### src/hw/rtl/tcw_pkg.sv
`default_nettype none

package tcw_pkg;

    // Screen geometry defaults.
    localparam int COLUMNS_DEF = 80;
    localparam int ROWS_DEF    = 25;

    // Fixed field widths of the channels.
    localparam int CMD_W      = 2;
    localparam int CHAR_W     = 8;
    localparam int ATTR_W     = 8;
    localparam int RCOL_W     = 7;
    localparam int RROW_W     = 5;
    localparam int CELL_W     = 16;
    localparam int ROW_OUT_W  = 5;
    localparam int COL_OUT_W  = 7;
    localparam int ATTR_SHIFT = 8;

    localparam logic [CHAR_W-1:0] NEWLINE_CODE     = 8'd10;
    localparam logic [CHAR_W-1:0] SPACE_CODE       = 8'd32;
    localparam logic [ATTR_W-1:0] TEXT_COLOR_RESET = 8'd7;

    // Depth of the queue between the front and the back.
    localparam int QUEUE_DEPTH = 2;

    // Command codes on the input channel.
    localparam logic [CMD_W-1:0] CMD_PUT   = 2'd0;
    localparam logic [CMD_W-1:0] CMD_CLEAR = 2'd1;
    localparam logic [CMD_W-1:0] CMD_READ  = 2'd2;

    typedef enum logic [2:0] {
        OP_NOP,
        OP_CHAR,
        OP_NEWLINE,
        OP_CLEAR,
        OP_READ
    } t_op;

    typedef struct packed {
        t_op               op;
        logic [CHAR_W-1:0] ch;
        logic              in_range;
    } t_cmd;

    typedef enum logic [2:0] {
        S_IDLE,
        S_READ,
        S_SHIFT,
        S_FILL,
        S_CLEAR
    } t_state;

    function automatic logic [CELL_W-1:0] make_cell(input logic [CHAR_W-1:0] ch,
                                                    input logic [ATTR_W-1:0] attr);
        make_cell = (CELL_W'(attr) << ATTR_SHIFT) | CELL_W'(ch);
    endfunction

endpackage

`default_nettype wire

### src/hw/rtl/tcw_if.sv
`default_nettype none

interface tcw_in_if;
    import tcw_pkg::*;

    logic              valid;
    logic              ready;
    logic [CMD_W-1:0]  cmd;
    logic [CHAR_W-1:0] char_code;
    logic [RCOL_W-1:0] read_col;
    logic [RROW_W-1:0] read_row;

    modport source (output valid, cmd, char_code, read_col, read_row, input ready);
    modport sink   (input valid, cmd, char_code, read_col, read_row, output ready);
endinterface


`default_nettype wire

### src/hw/rtl/tcw_front.sv
`default_nettype none

module tcw_front #(
    parameter int COLUMNS = tcw_pkg::COLUMNS_DEF,
    parameter int ROWS    = tcw_pkg::ROWS_DEF
) (
    tcw_in_if.sink                              i_in,
    input  wire logic                           i_queue_ready,
    output      logic                           o_push,
    output      tcw_pkg::t_cmd                  o_cmd,
    output      logic [$clog2(ROWS*COLUMNS)-1:0] o_addr
);
    import tcw_pkg::*;

    localparam int AW = $clog2(ROWS * COLUMNS);

    assign i_in.ready = i_queue_ready;
    assign o_push     = i_in.valid && i_queue_ready;

    always_comb begin
        o_cmd.ch       = i_in.char_code;
        o_cmd.in_range = ({1'b0, i_in.read_col} < 8'(COLUMNS))
                      && ({2'b00, i_in.read_row} < 7'(ROWS));
        unique case (i_in.cmd)
            CMD_PUT:   o_cmd.op = (i_in.char_code == NEWLINE_CODE) ? OP_NEWLINE : OP_CHAR;
            CMD_CLEAR: o_cmd.op = OP_CLEAR;
            CMD_READ:  o_cmd.op = OP_READ;
            default:   o_cmd.op = OP_NOP;
        endcase
    end

    // Linear cell address; only meaningful when the read lies on the screen.
    assign o_addr = AW'(AW'(i_in.read_row) * AW'(COLUMNS)) + AW'(i_in.read_col);
endmodule

`default_nettype wire

### src/flat_wrapper.sv
// flat-port wrapper written by rule: the top's interface ports become plain ports
module tcw_front_flat import tcw_pkg::*;
#(
    parameter int COLUMNS = tcw_pkg::COLUMNS_DEF,
    parameter int ROWS    = tcw_pkg::ROWS_DEF
)
  (i_queue_ready, o_push, o_cmd, o_addr, i_in_valid, i_in_cmd, i_in_char_code, i_in_read_col, i_in_read_row, i_in_ready);
  tcw_in_if i_in_i ();
  input  wire logic i_queue_ready;
  output      logic o_push;
  output      tcw_pkg::t_cmd o_cmd;
  output      logic [$clog2(ROWS*COLUMNS)-1:0] o_addr;
  input wire logic [$bits(i_in_i.valid)-1:0] i_in_valid;
  input wire logic [$bits(i_in_i.cmd)-1:0] i_in_cmd;
  input wire logic [$bits(i_in_i.char_code)-1:0] i_in_char_code;
  input wire logic [$bits(i_in_i.read_col)-1:0] i_in_read_col;
  input wire logic [$bits(i_in_i.read_row)-1:0] i_in_read_row;
  output wire logic [$bits(i_in_i.ready)-1:0] i_in_ready;
  assign i_in_i.valid = i_in_valid;
  assign i_in_i.cmd = i_in_cmd;
  assign i_in_i.char_code = i_in_char_code;
  assign i_in_i.read_col = i_in_read_col;
  assign i_in_i.read_row = i_in_read_row;
  assign i_in_ready = i_in_i.ready;
  tcw_front #(.COLUMNS(COLUMNS), .ROWS(ROWS)) u_core (.i_in(i_in_i), .i_queue_ready(i_queue_ready), .o_push(o_push), .o_cmd(o_cmd), .o_addr(o_addr));
endmodule
### config.mk
export PLATFORM = sky130hd
export DESIGN_NAME = tcw_front_flat
export DESIGN_NICKNAME = d
export VERILOG_FILES = /design/src/hw/rtl/tcw_pkg.sv /design/src/hw/rtl/tcw_if.sv /design/src/hw/rtl/tcw_front.sv /design/src/flat_wrapper.sv
export SDC_FILE = /design/constraint.sdc
export NUM_CORES = 1
export LEC_CHECK = 0
export BUFFER_PORTS_ARGS = -buffer_cell sky130_fd_sc_hd__buf_2
export CAP_MARGIN = 0
export CORE_AREA = 2 2 39 41
export DETAILED_ROUTE_END_ITERATION = 6
export DIE_AREA = 0 0 41 43
export GPL_TIMING_DRIVEN = 0
export PLACE_DENSITY = 0.77
export SLEW_MARGIN = 20
export SYNTH_ARGS = -nofsm -noshare
export SYNTH_HDL_FRONTEND = slang
export SYNTH_SLANG_ARGS = --single-unit
### constraint.sdc
create_clock -name vclk -period 3.8
set_input_delay 0.19 -clock vclk [all_inputs]
set_output_delay 0.19 -clock vclk [all_outputs]
set_load 0.02 [all_outputs]
==> impl_metrics.prom <==
# TYPE chip_impl_metric gauge
chip_impl_info{name="mostFrequentLayoutCells",value="45 x buf_2, 13 x buf_4, 9 x ha_1, 4 x xnor2_1"} 1
chip_impl_metric{name="postLayoutCellArea",unit="sq um"} 674
chip_impl_metric{name="final_net_count",unit=""} 133
chip_impl_metric{name="count_of_clock_net_buffers_in_the_final_layout",unit=""} 0
chip_impl_metric{name="post_route_cells_drive_above_1_share",unit=""} 0.604
chip_impl_info{name="hold_end",value="o_addr[3]"} 1
chip_impl_info{name="hp-class",value="in2out"} 1
chip_impl_metric{name="critical_path.max_stage_delay",unit="ns"} 0.38
chip_impl_info{name="crit_path_top_delay_cell",value="fa_1"} 1
chip_impl_info{name="outcome",value="completed"} 1
chip_impl_info{name="rsz0062_at_grt",value="no"} 1
chip_impl_metric{name="power.internal",unit="mW"} 0.0585
chip_impl_metric{name="maxClockFrequency",unit="GHz"} 0.435
chip_impl_info{name="synthTopCellsByArea",value="ha_1 26%, buf_4 23%, fa_1 9.3%, xnor2_1 8.2%, xor2_1 6.1%"} 1
chip_impl_metric{name="final_min_period_over_clock_period",unit=""} 0.605
chip_impl_metric{name="dr.first_iter.drc_count",unit=""} 6
chip_impl_metric{name="p_switching",unit="mW"} 0.0763
chip_impl_metric{name="drc",unit=""} 0
chip_impl_metric{name="global_route.overflow_total",unit=""} 0
chip_impl_metric{name="synthesis.nets",unit=""} 86
chip_impl_metric{name="critPathArrivalTime",unit="ns"} 2.11
chip_impl_metric{name="vdd_drop_max",unit="uV"} 134
chip_impl_metric{name="slew_headroom",unit=""} 0.727
chip_impl_metric{name="synth_sequential_area_ratio",unit=""} 0
chip_impl_info{name="crit_path_start_kind",value="input pin"} 1
chip_impl_info{name="netlist.top_cell.by_area",value="ha_1"} 1
chip_impl_metric{name="detail_route.first_pass.iterations",unit=""} 4
chip_impl_info{name="worst_setup_path_end_kind",value="primary output"} 1
chip_impl_info{name="hold_start",value="i_in_read_col[3]"} 1
chip_impl_metric{name="initial_utilization",unit=""} 0.310
chip_impl_metric{name="part_of_the_power_in_registers",unit=""} 0
chip_impl_metric{name="post-dp-hpwl",unit="um"} 955
chip_impl_metric{name="wl_per_cell",unit="um"} 8.98
chip_impl_metric{name="syn_inst",unit=""} 51
chip_impl_metric{name="grt_start_max_net_pins",unit=""} 5
chip_impl_metric{name="dieArea",unit="sq mm"} 0.00176
chip_impl_metric{name="static-leakage-power",unit="nW"} 0.414
chip_impl_metric{name="power.density_cell_area",unit="mW/mm^2"} 200
chip_impl_metric{name="final-hold-violation-count",unit=""} 0
chip_impl_metric{name="number_of_buffers_and_inverters_on_the_critical_path",unit=""} 2
chip_impl_metric{name="swShare",unit=""} 0.566
chip_impl_metric{name="insertedDiodeCount",unit=""} 0
chip_impl_metric{name="power.total",unit="mW"} 0.135
chip_impl_metric{name="totalWireLength",unit="mm"} 1.01
chip_impl_metric{name="instance_area_at_placement",unit="sq um"} 674
chip_impl_metric{name="via_count",unit=""} 500
chip_impl_metric{name="cts.repair_timing.setup_buffer_count",unit=""} 0
chip_impl_metric{name="numPortBuffers",unit=""} 45
chip_impl_metric{name="cp_data_required_time",unit="ns"} 3.61
chip_impl_metric{name="finish.cell_count_without_fillers",unit=""} 112
chip_impl_metric{name="cap_viol_max_count",unit=""} 0
chip_impl_metric{name="fin_util",unit=""} 0.487
chip_impl_metric{name="yosys_warnings",unit=""} 0
chip_impl_metric{name="comb_power_share",unit=""} 1.000
chip_impl_metric{name="antenna_left",unit=""} 0
chip_impl_metric{name="post_synth.cell_area_avg",unit="sq um"} 8.41
chip_impl_metric{name="post_synth_num_cell_types",unit=""} 18
chip_impl_metric{name="number_of_gates_resized_after_cts",unit=""} 0
chip_impl_metric{name="sum_of_negative_setup_slack",unit="ns"} 0
chip_impl_metric{name="hold-path-cell-count",unit=""} 2
chip_impl_metric{name="p_clk_frac",unit=""} 0
chip_impl_metric{name="via_per_inst",unit=""} 4.46
chip_impl_metric{name="number_of_endpoints_failing_setup_at_the_final_stage",unit=""} 0
chip_impl_metric{name="first_pass_grt_wire_length",unit="mm"} 1.43
chip_impl_metric{name="die_width",unit="um"} 41
chip_impl_info{name="timing_worst_setup_path_type",value="in2out"} 1
chip_impl_metric{name="first_global_vias",unit=""} 377
chip_impl_metric{name="grt_usage",unit=""} 0.106
chip_impl_metric{name="slew_violations",unit=""} 0
chip_impl_metric{name="flops_and_latches",unit=""} 0
chip_impl_metric{name="grt_antenna_before_repair",unit=""} 0
chip_impl_metric{name="finalWeightedCongestion",unit=""} 0.731
chip_impl_metric{name="layout.area.seq",unit="sq um"} 0
chip_impl_metric{name="worst-slew-pin-transition",unit="ns"} 0.404
chip_impl_metric{name="ioPinCount",unit=""} 49
chip_impl_info{name="worst_path_dominant_cell_family",value="adder cells"} 1
chip_impl_metric{name="synth_largest_type_area_fraction",unit=""} 0.262
chip_impl_metric{name="mappedNetlistArea",unit="sq um"} 429
chip_impl_info{name="timing.critical_path.cells",value="buf_2 > ha_1 > ha_1 > fa_1 > xor2_1 > nand4_1 > xnor2_1 > xnor2_1 > buf_2"} 1
chip_impl_metric{name="cts-hold-fix-buffers",unit=""} 0
chip_impl_metric{name="layout_min_cycle_time",unit="ns"} 2.30
chip_impl_metric{name="placeableCoreArea",unit="sq mm"} 0.00138
chip_impl_metric{name="layout_area_overhead",unit="%"} 57.1
chip_impl_metric{name="critical_path.max_fanout",unit=""} 4
chip_impl_metric{name="place_inst",unit=""} 112
chip_impl_metric{name="dieHeight",unit="um"} 43
chip_impl_info{name="most_common_cell_after_layout_fill_and_taps_aside",value="buf_2"} 1
chip_impl_metric{name="row_count",unit=""} 14
## worst max path at each step
stage	endpoint	depth (start not counted)	startpoint
after detailed placement	o_addr[10]	9	i_in_read_row[1]
after floorplan	o_addr[10]	7	i_in_read_row[1]
final	o_addr[10]	9	i_in_read_row[1]
after global routing	o_addr[10]	9	i_in_read_row[1]
after CTS	o_addr[10]	9	i_in_read_row[1]
after global placement	o_addr[10]	9	i_in_read_row[1]
## power by group through the flow
| stage | clock network [mW] | registers [mW] | logic, mW |
|---|---|---|---|
| after CTS | 0 | 0 | 0.136 |
| after global routing | 0 | 0 | 0.146 |
| after floorplan | 0 | 0 | 0.0924 |
| final | 0 | 0 | 0.135 |
| after detailed placement | 0 | 0 | 0.135 |
| after global placement | 0 | 0 | 0.133 |
## cells in the mapped netlist
| master | count |
|---|---|
| nor2b_1 | 1 |
| inv_1 | 1 |
| nand2_1 | 2 |
| a21oi_1 | 3 |
| xnor2_1 | 4 |
| nor4bb_1 | 1 |
| and2_1 | 2 |
| a31oi_1 | 1 |
| nand4_1 | 1 |
| ha_1 | 9 |
| o21ai_0 | 1 |
| buf_4 | 13 |
| xor2_1 | 3 |
| fa_1 | 2 |
| nor2_1 | 2 |
| o311ai_0 | 1 |
| a21o_1 | 3 |
| nor4_1 | 1 |
## cell families after synthesis
| kind of cell | count (synthesis) | share of synthesized area |
|---|---|---|
| buffers and inverters | 14 | 0.236 |
| adder cells (fa/ha/maj) | 11 | 0.356 |
| AND/OR/NAND/NOR | 10 | 0.131 |
| AO/OA/AOI/OAI | 9 | 0.134 |
| XOR/XNOR | 7 | 0.143 |
## metal layers
metal  share of wire  vias up  track usage
met2            0.51       20        0.184
met1            0.41      221        0.150
met4               0        0            0
li1                -      259            -
met5               0        -            0
met3           0.077        0            0
## area by class of cell
| class | count | area [sq um] |
|---|---|---|
| timing repair buffer | 45 | 225 |
| tap | 16 | 20.0 |
| fill | 148 | 709 |
| buffer | 13 | 97.6 |
| inverter | 1 | 3.75 |
| multi-input combinational | 37 | 328 |
## per-stage QoR
stage,hold WS (ns),setup WS (ns)
final,0.597,1.50
after global routing,0.600,1.37
after CTS,0.599,1.48
after detailed placement,0.598,1.50
after global placement,0.598,1.53
after floorplan,0.457,1.71
(Power assumes the default switching activity.)
