--- config.mk ---
export PLATFORM = sky130hd
export DESIGN_NAME = tcw_fifo
export DESIGN_NICKNAME = d
export VERILOG_FILES = /design/src/hw/rtl/tcw_fifo.sv
export SDC_FILE = /design/constraint.sdc
export NUM_CORES = 1
export LEC_CHECK = 0
export CORE_ASPECT_RATIO = 0.5
export CORE_MARGIN = 3
export CORE_UTILIZATION = 50
export CTS_BUF_LIST = sky130_fd_sc_hd__clkbuf_4
export CTS_CLUSTER_SIZE = 10
export DETAILED_ROUTE_END_ITERATION = 8
export DONT_BUFFER_PORTS = 1
export GPL_ROUTABILITY_DRIVEN = 1
export HOLD_SLACK_MARGIN = 0.1
export MAX_ROUTING_LAYER = met4
export PLACE_DENSITY = 0.68
export SLEW_MARGIN = 0
export SYNTH_ARGS = -nofsm -noshare
export SYNTH_HDL_FRONTEND = slang
export SYNTH_SLANG_ARGS = --single-unit
--- constraint.sdc ---
create_clock -name i_clk -period 2.8 [get_ports i_clk]
set_input_delay 0.56 -clock i_clk [delete_from_list [all_inputs] [get_ports i_clk]]
set_output_delay 0.56 -clock i_clk [all_outputs]
set_load 0.01 [all_outputs]
--- src/hw/rtl/tcw_fifo.sv ---
`default_nettype none

module tcw_fifo #(
    parameter int WIDTH = 16,
    parameter int DEPTH = 2
) (
    input  wire logic             i_clk,
    input  wire logic             i_rst_n,
    input  wire logic             i_push,
    input  wire logic [WIDTH-1:0] i_data,
    input  wire logic             i_pop,
    output      logic [WIDTH-1:0] o_data,
    output      logic             o_valid,
    output      logic             o_ready
);
    localparam int PW = (DEPTH > 1) ? $clog2(DEPTH) : 1;
    localparam int CNTW = $clog2(DEPTH + 1);

    logic [WIDTH-1:0] r_mem [DEPTH];
    logic [PW-1:0]    r_wptr, n_wptr;
    logic [PW-1:0]    r_rptr, n_rptr;
    logic [CNTW-1:0]  r_count, n_count;

    always_comb begin
        n_wptr  = r_wptr;
        n_rptr  = r_rptr;
        n_count = r_count;
        if (i_push) begin
            n_wptr = (r_wptr == PW'(DEPTH - 1)) ? '0 : r_wptr + 1'b1;
        end
        if (i_pop) begin
            n_rptr = (r_rptr == PW'(DEPTH - 1)) ? '0 : r_rptr + 1'b1;
        end
        if (i_push && !i_pop) begin
            n_count = r_count + 1'b1;
        end else if (!i_push && i_pop) begin
            n_count = r_count - 1'b1;
        end
    end

    always_ff @(posedge i_clk) begin
        if (!i_rst_n) begin
            r_wptr  <= '0;
            r_rptr  <= '0;
            r_count <= '0;
        end else begin
            r_wptr  <= n_wptr;
            r_rptr  <= n_rptr;
            r_count <= n_count;
        end
    end

    always_ff @(posedge i_clk) begin
        if (i_push) begin
            r_mem[r_wptr] <= i_data;
        end
    end

    assign o_data  = r_mem[r_rptr];
    assign o_valid = (r_count != '0);
    assign o_ready = (r_count != CNTW'(DEPTH));
endmodule

`default_nettype wire

==> results of run 1 <==
[layout make-up]
type | instances | area [µm²]
Sequential cell | 37 | 1061
Timing Repair Buffer | 1 | 7.507
Clock buffer | 6 | 45.04
Clock inverter | 1 | 3.754
Tap cell | 35 | 43.79
Fill cell | 184 | 942.2
Multi-Input combinational cell | 32 | 295.3
Inverter | 1 | 3.754
[sequential cells by signal, indices dropped and copies added (netlist names), named ones only]
| name | flops |
|---|---|
| r_mem | 32 |
| r_count | 2 |
| r_rptr | 1 |
| r_wptr | 1 |
[report_power, final]
| group | leakage (nW) | total [mW] | internal (mW) | switching, mW |
|---|---|---|---|---|
| Sequential | 0.342 | 0.652 | 0.633 | 0.0189 |
| Clock | 0.0292 | 0.244 | 0.101 | 0.143 |
| Combinational | 0.124 | 0.0775 | 0.0336 | 0.0440 |
| Total | 0.495 | 0.974 | 0.768 | 0.206 |
[final timing paths]
kind	startpoint	endpoint	slack, ps
setup / recovery	flop	o_data[10]	710
setup reg to reg	r_wptr	r_mem[1][4]	1500
hold / removal	i_data[5]	r_mem[0][5]	330
hold reg to reg	r_count[1]	r_count[1]	510
[cell families after synthesis]
group | share of synthesized area (%)
adder cells (fa/ha/maj) | 0.9114
AO/OA/AOI/OAI | 1.459
XOR/XNOR | 1.915
buffers and inverters | 1.185
AND/OR/NAND/NOR | 4.103
flip-flops | 77.30
multiplexers | 13.13
[stage by stage]
| step | area (µm²) | hold WS [ps] | total power [mW] | setup slack [ps] |
|---|---|---|---|---|
| detailed placement | 1411 | 503.9 | 0.7454 | 1032 |
| global route | 1460 | 295.9 | 1.025 | 588.0 |
| CTS | 1460 | 316.3 | 0.9868 | 667.5 |
| finish | 1460 | 328.9 | 0.9741 | 707.5 |
| floorplan | 1373 | 465.5 | 0.7300 | 1053 |
| global placement | 1411 | 475.8 | 0.7398 | 1063 |
[synthesized netlist by cell type (all sizes together)]
library cell / number / area, µm²
mux2: 16 / 180.2
and2: 4 / 25.02
xor2: 2 / 17.52
xnor2: 1 / 8.760
nand2b: 1 / 6.260
or2: 1 / 6.260
edfxtp: 32 / 960.9
ha: 1 / 12.51
inv: 1 / 3.750
o21ai: 1 / 5.000
dfxtp: 5 / 100.1
a21boi: 1 / 7.510
nor2b: 2 / 12.51
or3: 1 / 6.260
o21a: 1 / 7.510
buf: 2 / 12.51
[per-layer routing]
layer | vias to the layer above | share of wire (%) | wire length, µm | GRT usage [%]
li1 | 278 | - | - | -
met1 | 281 | 34 | 636 | 11.48
met2 | 23 | 52 | 988 | 21.22
met3 | 2 | 13 | 252 | 8.051
met4 | 0 | 0.64 | 12 | 5.051
met5 | - | 0 | 0 | -
==> summary.md, run 1 <==
| Metric | Value |
|---|---|
| Skew-Pair Late Insertion Delay | `320 ps` |
| N_diodes | `0` |
| CTS Buffer Depth | `2` |
| Finish-stage setup viols | `0` |
| DRC | `0` |
| Synth Net Count | `93` |
| Leak pwr | `0.4947 nW` |
| Worst Skew | `7.435 ps` |
| Overflow after GRT | `0` |
| Remaining antenna violation count after routing | `0` |
| Vias in the first global route | `630` |
| Setup TNS | `0 ps` |
| VDD IR max | `0.3192 mV` |
| CTS Buf Count | `5` |
| Crit path max-delay family | `flip-flops` |
| Die ar. | `3448 µm²` |
| Sequence of cells on the critical path | `mux2_1` |
| Final #Nets | `99` |
| Detailed Route WL | `1889 µm` |
| CTS root buf | `clkbuf_4` |
| Synth Register Bits | `37` |
| Max cap viols | `0` |
| Cells on worst reg2reg path | `1` |
| Syn Area/Cell | `19.06 µm²` |
| Pre-Repair DR Iteration Count | `4` |
| Hold_buf cts | `0` |
| Max_slew headroom | `53.11%` |
| Total GRT Usage | `12.63%` |
| Core Util, Final | `60.78%` |
| Synth warnings | `0` |
| Leading cell type in the layout, fill and taps excluded | `edfxtp_1` |
| Worst EP arrival | `1530 ps` |
| GPL Wtd Cong | `0.6115` |
| Status | `finished, final reports clean` |
| Worst Path Max Fanout | `16` |
| CTS resizes | `0` |
| Path type of the worst setup path | `flop to primary output` |
| WP depth | `1` |
| Total number of vias | `584` |
| Worst EP required | `2240 ps` |
| Vias per inst | `5.168` |
| Starting DRC count in detailed routing | `31` |
| Hpwl dp | `1349 µm` |
| Most frequent cells in the layout | `32 x edfxtp_1, 16 x mux2_1, 6 x clkbuf_4` |
| Crit path buf inv count | `0` |
| Worst Hold Depth | `0` |
| IO Pins | `38` |
| Largest net degree at the start of global routing | `17` |
| Syn-to-layout area delta | `6.381%` |
| Inst Count DP | `106` |
| Clock transition at path regs | `90 ps` |
| Layout cell share with drive strength beyond 1 | `8.974%` |
| Post-CTS setup buffers | `0` |
| Clock sinks | `37` |
| H-tree level count | `2` |
| Hold Vio Cnt, Final | `0` |
| Critical path launch point type | `flop` |
| Starting Density | `57.14%` |
| Tcrit/Tclk final | `74.73%` |
| PwrDens | `667.1 nW/µm²` |
| Worst-Margin Slew | `703.4 ps` |
| Initial antenna violation count | `0` |
| Fin cells | `113` |
| CTS tree | `yes` |
| Mapped Area | `1373 µm²` |
| Core Footprint | `2402 µm²` |
| Netlist cell types | `17` |
| First-pass GRT wire length | `2960 µm` |
| CP max-delay cell | `dfxtp_1` |
| Crit path time final | `2093 ps` |
| HP Class | `input pin to flop` |
| Final Max Tran Viols | `0` |
| Fmax | `477.9 MHz` |
| Die width | `80.10 µm` |
| # port buffers | `0` |
| Die height | `43.05 µm` |
| Rows | `12` |
| Endpoint type of the worst setup path | `primary output` |
| RSZ-0062 raised after global routing | `no` |
| WL/cell | `16.72 µm` |
| Sequential fraction of the synthesis area | `77.30%` |
| Max incr delay on CP | `770 ps` |
| Cell count after synthesis | `72` |
Note: power is estimated with default switching activity, not from simulation.
==> run 2: changes to the inputs <==
==> constraint.sdc (replaced) <==
create_clock -name i_clk -period 2 [get_ports i_clk]
set_input_delay 0.4 -clock i_clk [delete_from_list [all_inputs] [get_ports i_clk]]
set_output_delay 0.4 -clock i_clk [all_outputs]
set_load 0.01 [all_outputs]
==> summary.md, run 2 (synthesized netlist as in run 1, its figures left out) <==
| Metric | Value |
|---|---|
| Syn-to-layout area delta | `7.475% (was 6.381%)` |
| Hold_buf cts | `0 (unchanged)` |
| Hold EP | `r_mem[0][2] (was r_mem[0][5])` |
| First-pass GRT wire length | `3132 µm (was 2960 µm)` |
| Top flop regs | `r_mem (32), r_count (2) (unchanged)` |
| Detailed Route WL | `1959 µm (was 1889 µm)` |
| Max_slew headroom | `85.50% (was 53.11%)` |
| Fmax | `600.7 MHz` |
| DRC | `0 (unchanged)` |
| H-tree level count | `2 (unchanged)` |
| N_diodes | `0 (unchanged)` |
| Post-CTS setup buffers | `0 (unchanged)` |
| CTS tree | `yes (unchanged)` |
| # port buffers | `0 (unchanged)` |
| Max reg flops | `32 (unchanged)` |
| Largest register by flop count | `r_mem (unchanged)` |
| Worst Path Max Fanout | `16 (unchanged)` |
| Crit path time final | `1665 ps` |
| Starting DRC count in detailed routing | `13 (was 31)` |
| CTS root buf | `clkbuf_4 (unchanged)` |
| Worst Skew | `8.632 ps (was 7.435 ps)` |
| Remaining antenna violation count after routing | `0 (unchanged)` |
| Die height | `43.05 µm (unchanged)` |
| Filler Cells Inserted | `197 (was 184)` |
| CTS Buffer Depth | `2 (unchanged)` |
| Worst Min Path Start | `i_data[2] (was i_data[5])` |
| Reg-to-reg setup timing slack | `930 ps (was 1500 ps)` |
| Core Util, Final | `61.41% (was 60.78%)` |
| Tcrit/Tclk final | `83.23%` |
| PnR worst setup slack | `335.3 ps (was 707.5 ps)` |
| Layout cell share with drive strength beyond 1 | `11.25% (was 8.974%)` |
| Leak pwr | `0.5052 nW (was 0.4947 nW)` |
| Hold Vio Cnt, Final | `0 (unchanged)` |
| GPL Wtd Cong | `0.6045 (was 0.6115)` |
| Worst-Margin Slew | `217.5 ps (was 703.4 ps)` |
| Initial antenna violation count | `0 (unchanged)` |
| Fin cells | `115 (was 113)` |
| Area occupied by multi-input gates | `295.3 µm² (unchanged)` |
| Overflow after GRT | `0 (unchanged)` |
| RSZ-0062 raised after global routing | `no (unchanged)` |
| WL/cell | `17.03 µm (was 16.72 µm)` |
| Register area | `1061 µm² (unchanged)` |
| Inst Count DP | `108 (was 106)` |
| Most frequent cells in the layout | `32 x edfxtp_1, 16 x mux2_1, 6 x clkbuf_4 (unchanged)` |
| Clock transition at path regs | `90 ps (about the same)` |
| Final instance area | `1475 µm² (was 1460 µm²)` |
| HP Class | `input pin to flop (unchanged)` |
| Setup TNS | `0 ps (unchanged)` |
| RR Endpoint | `r_mem[0][1] (was r_mem[1][4])` |
| Cells on worst reg2reg path | `2 (was 1)` |
| PwrDens | `924.9 nW/µm² (was 667.1 nW/µm²)` |
| Place WS | `671.4 ps (was 1032 ps)` |
| Placed cell area | `1426 µm² (was 1411 µm²)` |
| Rows | `12 (unchanged)` |
| Clock sinks | `37 (unchanged)` |
| Total GRT Usage | `13.03% (was 12.63%)` |
| Starting Density | `57.14% (unchanged)` |
| Max cap viols | `0 (unchanged)` |
| CTS Buf Count | `5 (unchanged)` |
| RR Startpoint | `r_wptr (unchanged)` |
| Status | `finished, final reports clean (unchanged)` |
| Core Footprint | `2402 µm² (unchanged)` |
| Finish-stage setup viols | `0 (unchanged)` |
| Leading cell type in the layout, fill and taps excluded | `edfxtp_1 (unchanged)` |
| IO Pins | `38 (unchanged)` |
| Path type of the worst setup path | `flop to primary output (unchanged)` |
| Worst EP arrival | `1260 ps (was 1530 ps)` |
| VDD IR max | `0.6882 mV (was 0.3192 mV)` |
| Vias per inst | `5.157 (was 5.168)` |
| Worst EP required | `1600 ps (was 2240 ps)` |
| Skew-Pair Late Insertion Delay | `310 ps (was 320 ps)` |
| Total number of vias | `593 (was 584)` |
| Worst Hold Depth | `0 (unchanged)` |
| CTS resizes | `0 (unchanged)` |
| Vias in the first global route | `660 (was 630)` |
| Pre-Repair DR Iteration Count | `4 (unchanged)` |
| Die ar. | `3448 µm² (unchanged)` |
| Final #Nets | `101 (was 99)` |
| Die width | `80.10 µm (unchanged)` |
| Final Max Tran Viols | `0 (unchanged)` |
| Largest net degree at the start of global routing | `17 (unchanged)` |
| Endpoint type of the worst setup path | `primary output (unchanged)` |
| Critical path launch point type | `flop (unchanged)` |
==> run 2: changes by cell type in the layout (fill, tap and decap cells not counted) <==
cell,before,now
buf_4,1,3
==> run 2: where the power goes <==
group	total [mW]	internal, mW	switching (mW)
clock network	0.338	0.141	0.197
registers	0.901	0.887	0.0145
logic	0.125	0.0507	0.0747
total	1.36	1.08	0.286
==> run 2: worst max-delay path by stage <==
stage / startpoint / to / slack [ps] / cells past startpoint
CTS: flop / o_data[2] / 310 / 2
finish: flop / o_data[10] / 340 / 2
detailed placement: flop / o_data[2] / 670 / 2
global route: flop / o_data[9] / 240 / 2
global placement: flop / o_data[10] / 690 / 2
floorplan: i_push / r_mem[0][0] / 410 / 1
==> run 2: final cells by class <==
class                           count  share of cell area, %
Sequential cell                    37                  71.93
Multi-Input combinational cell     32                  20.02
Timing Repair Buffer                3                  1.527
Clock buffer                        6                  3.053
Clock inverter                      1                 0.2545
Tap cell                           35                  2.969
Inverter                            1                 0.2545
==> run 2: stage by stage <==
step / hold WS (ps) / power (mW)
2_1_floorplan: 465.5 / 1.022
3_3_place_gp: 475.8 / 1.040
3_5_place_dp: 499.0 / 1.047
4_1_cts: 163.4 / 1.384
5_1_grt: 140.9 / 1.436
6_report: 179.5 / 1.364
==> run 2: critical path, stage by stage, from the launching register on <==
cell,delay (ps)
dfxtp_1,320
buf_4,230
mux2_1,400
==> run 2: metal layers <==
layer | wire length (µm) | up-vias | share of wire, % | global-route usage [%]
li1 | - | 282 | - | -
met4 | 12 | 0 | 0.61 | 3.030
met1 | 721 | 287 | 37 | 12.53
met2 | 994 | 22 | 51 | 22.70
met3 | 230 | 2 | 12 | 7.627
met5 | 0 | - | 0 | -
==> run 3: changes to the inputs <==
==> constraint.sdc (replaced) <==
create_clock -name i_clk -period 1.6 [get_ports i_clk]
set_input_delay 0.32 -clock i_clk [delete_from_list [all_inputs] [get_ports i_clk]]
set_output_delay 0.32 -clock i_clk [all_outputs]
set_load 0.01 [all_outputs]
==> summary.md, run 3 (synthesized netlist as in run 1, its figures left out) <==
| Metric | Value |
|---|---|
| Status | `finished, final reports clean (unchanged)` |
| Vias per inst | `4.955 (was 5.157)` |
| Endpoint type of the worst setup path | `primary output (unchanged)` |
| Pre-Repair DR Iteration Count | `4 (unchanged)` |
| Reg-to-reg setup timing slack | `560 ps (was 930 ps)` |
| # port buffers | `0 (unchanged)` |
| N_diodes | `0 (unchanged)` |
| Vias in the first global route | `687 (was 660)` |
| First-pass GRT wire length | `3236 µm (was 3132 µm)` |
| Path type of the worst setup path | `flop to primary output (unchanged)` |
| Top flop regs | `r_mem (32), r_count (2) (unchanged)` |
| Initial antenna violation count | `0 (unchanged)` |
| Largest register by flop count | `r_mem (unchanged)` |
| VDD IR max | `0.6167 mV (was 0.6882 mV)` |
| Worst EP required | `1280 ps (was 1600 ps)` |
| Final Max Tran Viols | `0 (unchanged)` |
| CTS Buf Count | `5 (unchanged)` |
| Final instance area | `1665 µm² (was 1475 µm²)` |
| RSZ-0062 raised after global routing | `no (unchanged)` |
| Worst-Margin Slew | `216.8 ps (was 217.5 ps)` |
| Finish-stage setup viols | `0 (unchanged)` |
| Most frequent cells in the layout | `32 x edfxtp_1, 17 x dlygate4sd3_1, 9 x mux2_1 (was 32 x edfxtp_1, 16 x mux2_1, 6 x clkbuf_4)` |
| Power Total | `1.791 mW (was 1.364 mW)` |
| Hold Vio Cnt, Final | `0 (unchanged)` |
| Crit path time final | `1523 ps` |
| Max_slew headroom | `85.55% (was 85.50%)` |
| GPL Wtd Cong | `0.6107 (was 0.6045)` |
| Rows | `12 (unchanged)` |
| Inst Count DP | `108 (unchanged)` |
| Syn-to-layout area delta | `21.33% (was 7.475%)` |
| IO Pins | `38 (unchanged)` |
| Critical path launch point type | `flop (unchanged)` |
| Detailed Route WL | `2040 µm (was 1959 µm)` |
| DRC | `0 (unchanged)` |
| WL/cell | `15.34 µm (was 17.03 µm)` |
| Clock transition at path regs | `100 ps (was 90 ps)` |
| Max cap viols | `0 (unchanged)` |
| Starting Density | `57.14% (unchanged)` |
| Clock sinks | `37 (unchanged)` |
| Worst Path Max Fanout | `16 (unchanged)` |
| Die ar. | `3448 µm² (unchanged)` |
| Tcrit/Tclk final | `95.19%` |
| Filler Cells Inserted | `166 (was 197)` |
| Total GRT Usage | `13.79% (was 13.03%)` |
| Placed cell area | `1439 µm² (was 1426 µm²)` |
| Skew-Pair Late Insertion Delay | `320 ps (was 310 ps)` |
| HP Class | `input pin to flop (unchanged)` |
| PwrDens | `1076 nW/µm² (was 924.9 nW/µm²)` |
| Die width | `80.10 µm (unchanged)` |
| Largest net degree at the start of global routing | `17 (unchanged)` |
| CTS root buf | `clkbuf_4 (unchanged)` |
| Fin cells | `133 (was 115)` |
| Starting DRC count in detailed routing | `22 (was 13)` |
| Fmax | `656.6 MHz` |
| Setup TNS | `0 ps (unchanged)` |
| Overflow after GRT | `0 (unchanged)` |
| Layout cell share with drive strength beyond 1 | `19.39% (was 11.25%)` |
| Final #Nets | `118 (was 101)` |
| Leading cell type in the layout, fill and taps excluded | `edfxtp_1 (unchanged)` |
| Post-CTS setup buffers | `0 (unchanged)` |
| Total number of vias | `659 (was 593)` |
| Remaining antenna violation count after routing | `0 (unchanged)` |
| CTS tree | `yes (unchanged)` |
| CTS Buffer Depth | `2 (unchanged)` |
| Die height | `43.05 µm (unchanged)` |
| Worst EP arrival | `1200 ps (was 1260 ps)` |
| Leak pwr | `0.5847 nW (was 0.5052 nW)` |
| Worst Skew | `4.356 ps (was 8.632 ps)` |
| Max reg flops | `32 (unchanged)` |
| Core Footprint | `2402 µm² (unchanged)` |
| H-tree level count | `2 (unchanged)` |
==> run 3: area by class of cell <==
cell class / count / area, µm² / share of cell area, %
Tap cell: 35 / 43.79 / 2.630
Inverter: 1 / 3.754 / 0.2254
Clock inverter: 2 / 10.01 / 0.6011
Multi-Input combinational cell: 32 / 295.3 / 17.73
Sequential cell: 37 / 1062 / 63.79
Clock buffer: 6 / 45.04 / 2.705
Timing Repair Buffer: 20 / 205.2 / 12.32
==> run 3: metrics by stage <==
stage | setup WS [ps] | hold slack (ps) | util, %
2_1_floorplan | 93.09 | 418.9 | -
3_3_place_gp | 408.8 | 419.0 | 59.90
3_5_place_dp | 384.2 | 419.0 | 59.90
4_1_cts | 22.20 | 103.0 | 68.85
5_1_grt | 12.07 | 102.0 | 69.32
6_report | 76.89 | 120.6 | 69.32
==> run 3: report_power, final <==
group          switching (mW)  internal (mW)
clock network           0.271          0.184
registers              0.0195           1.11
logic                   0.105          0.104
total                   0.395           1.40
==> run 3: critical path, stage by stage (launching register included) <==
cell and delay, ps:
dfxtp_2 350, buf_12 150, mux2_1 380
==> run 3: path summary, 6_finish.rpt <==
check,startpoint,cells past startpoint,endpoint
max,flop,2,o_data[5]
min,i_rst_n,1,r_rptr
max reg2reg,r_wptr,2,r_mem[0][2]
min reg2reg,r_count[1],2,r_count[1]
==> run 3: timing repair <==
action | 4_1_cts | 5_1_grt
hold buffers | 16 | 1
hold endpoints to repair | 32 | 2
endpoints found under the setup margin | 0 | 16
resized for setup | 0 | 8
==> run 3: routing by layer <==
layer  vias to the layer above  part of all wire, %  global-route usage [%]
li1                        320                    -                       -
met1                       315                   39                   14.19
met2                        22                   52                   22.53
met3                         2                  7.6                   6.144
met4                         0                 0.93                   7.071
met5                         -                    0                       -
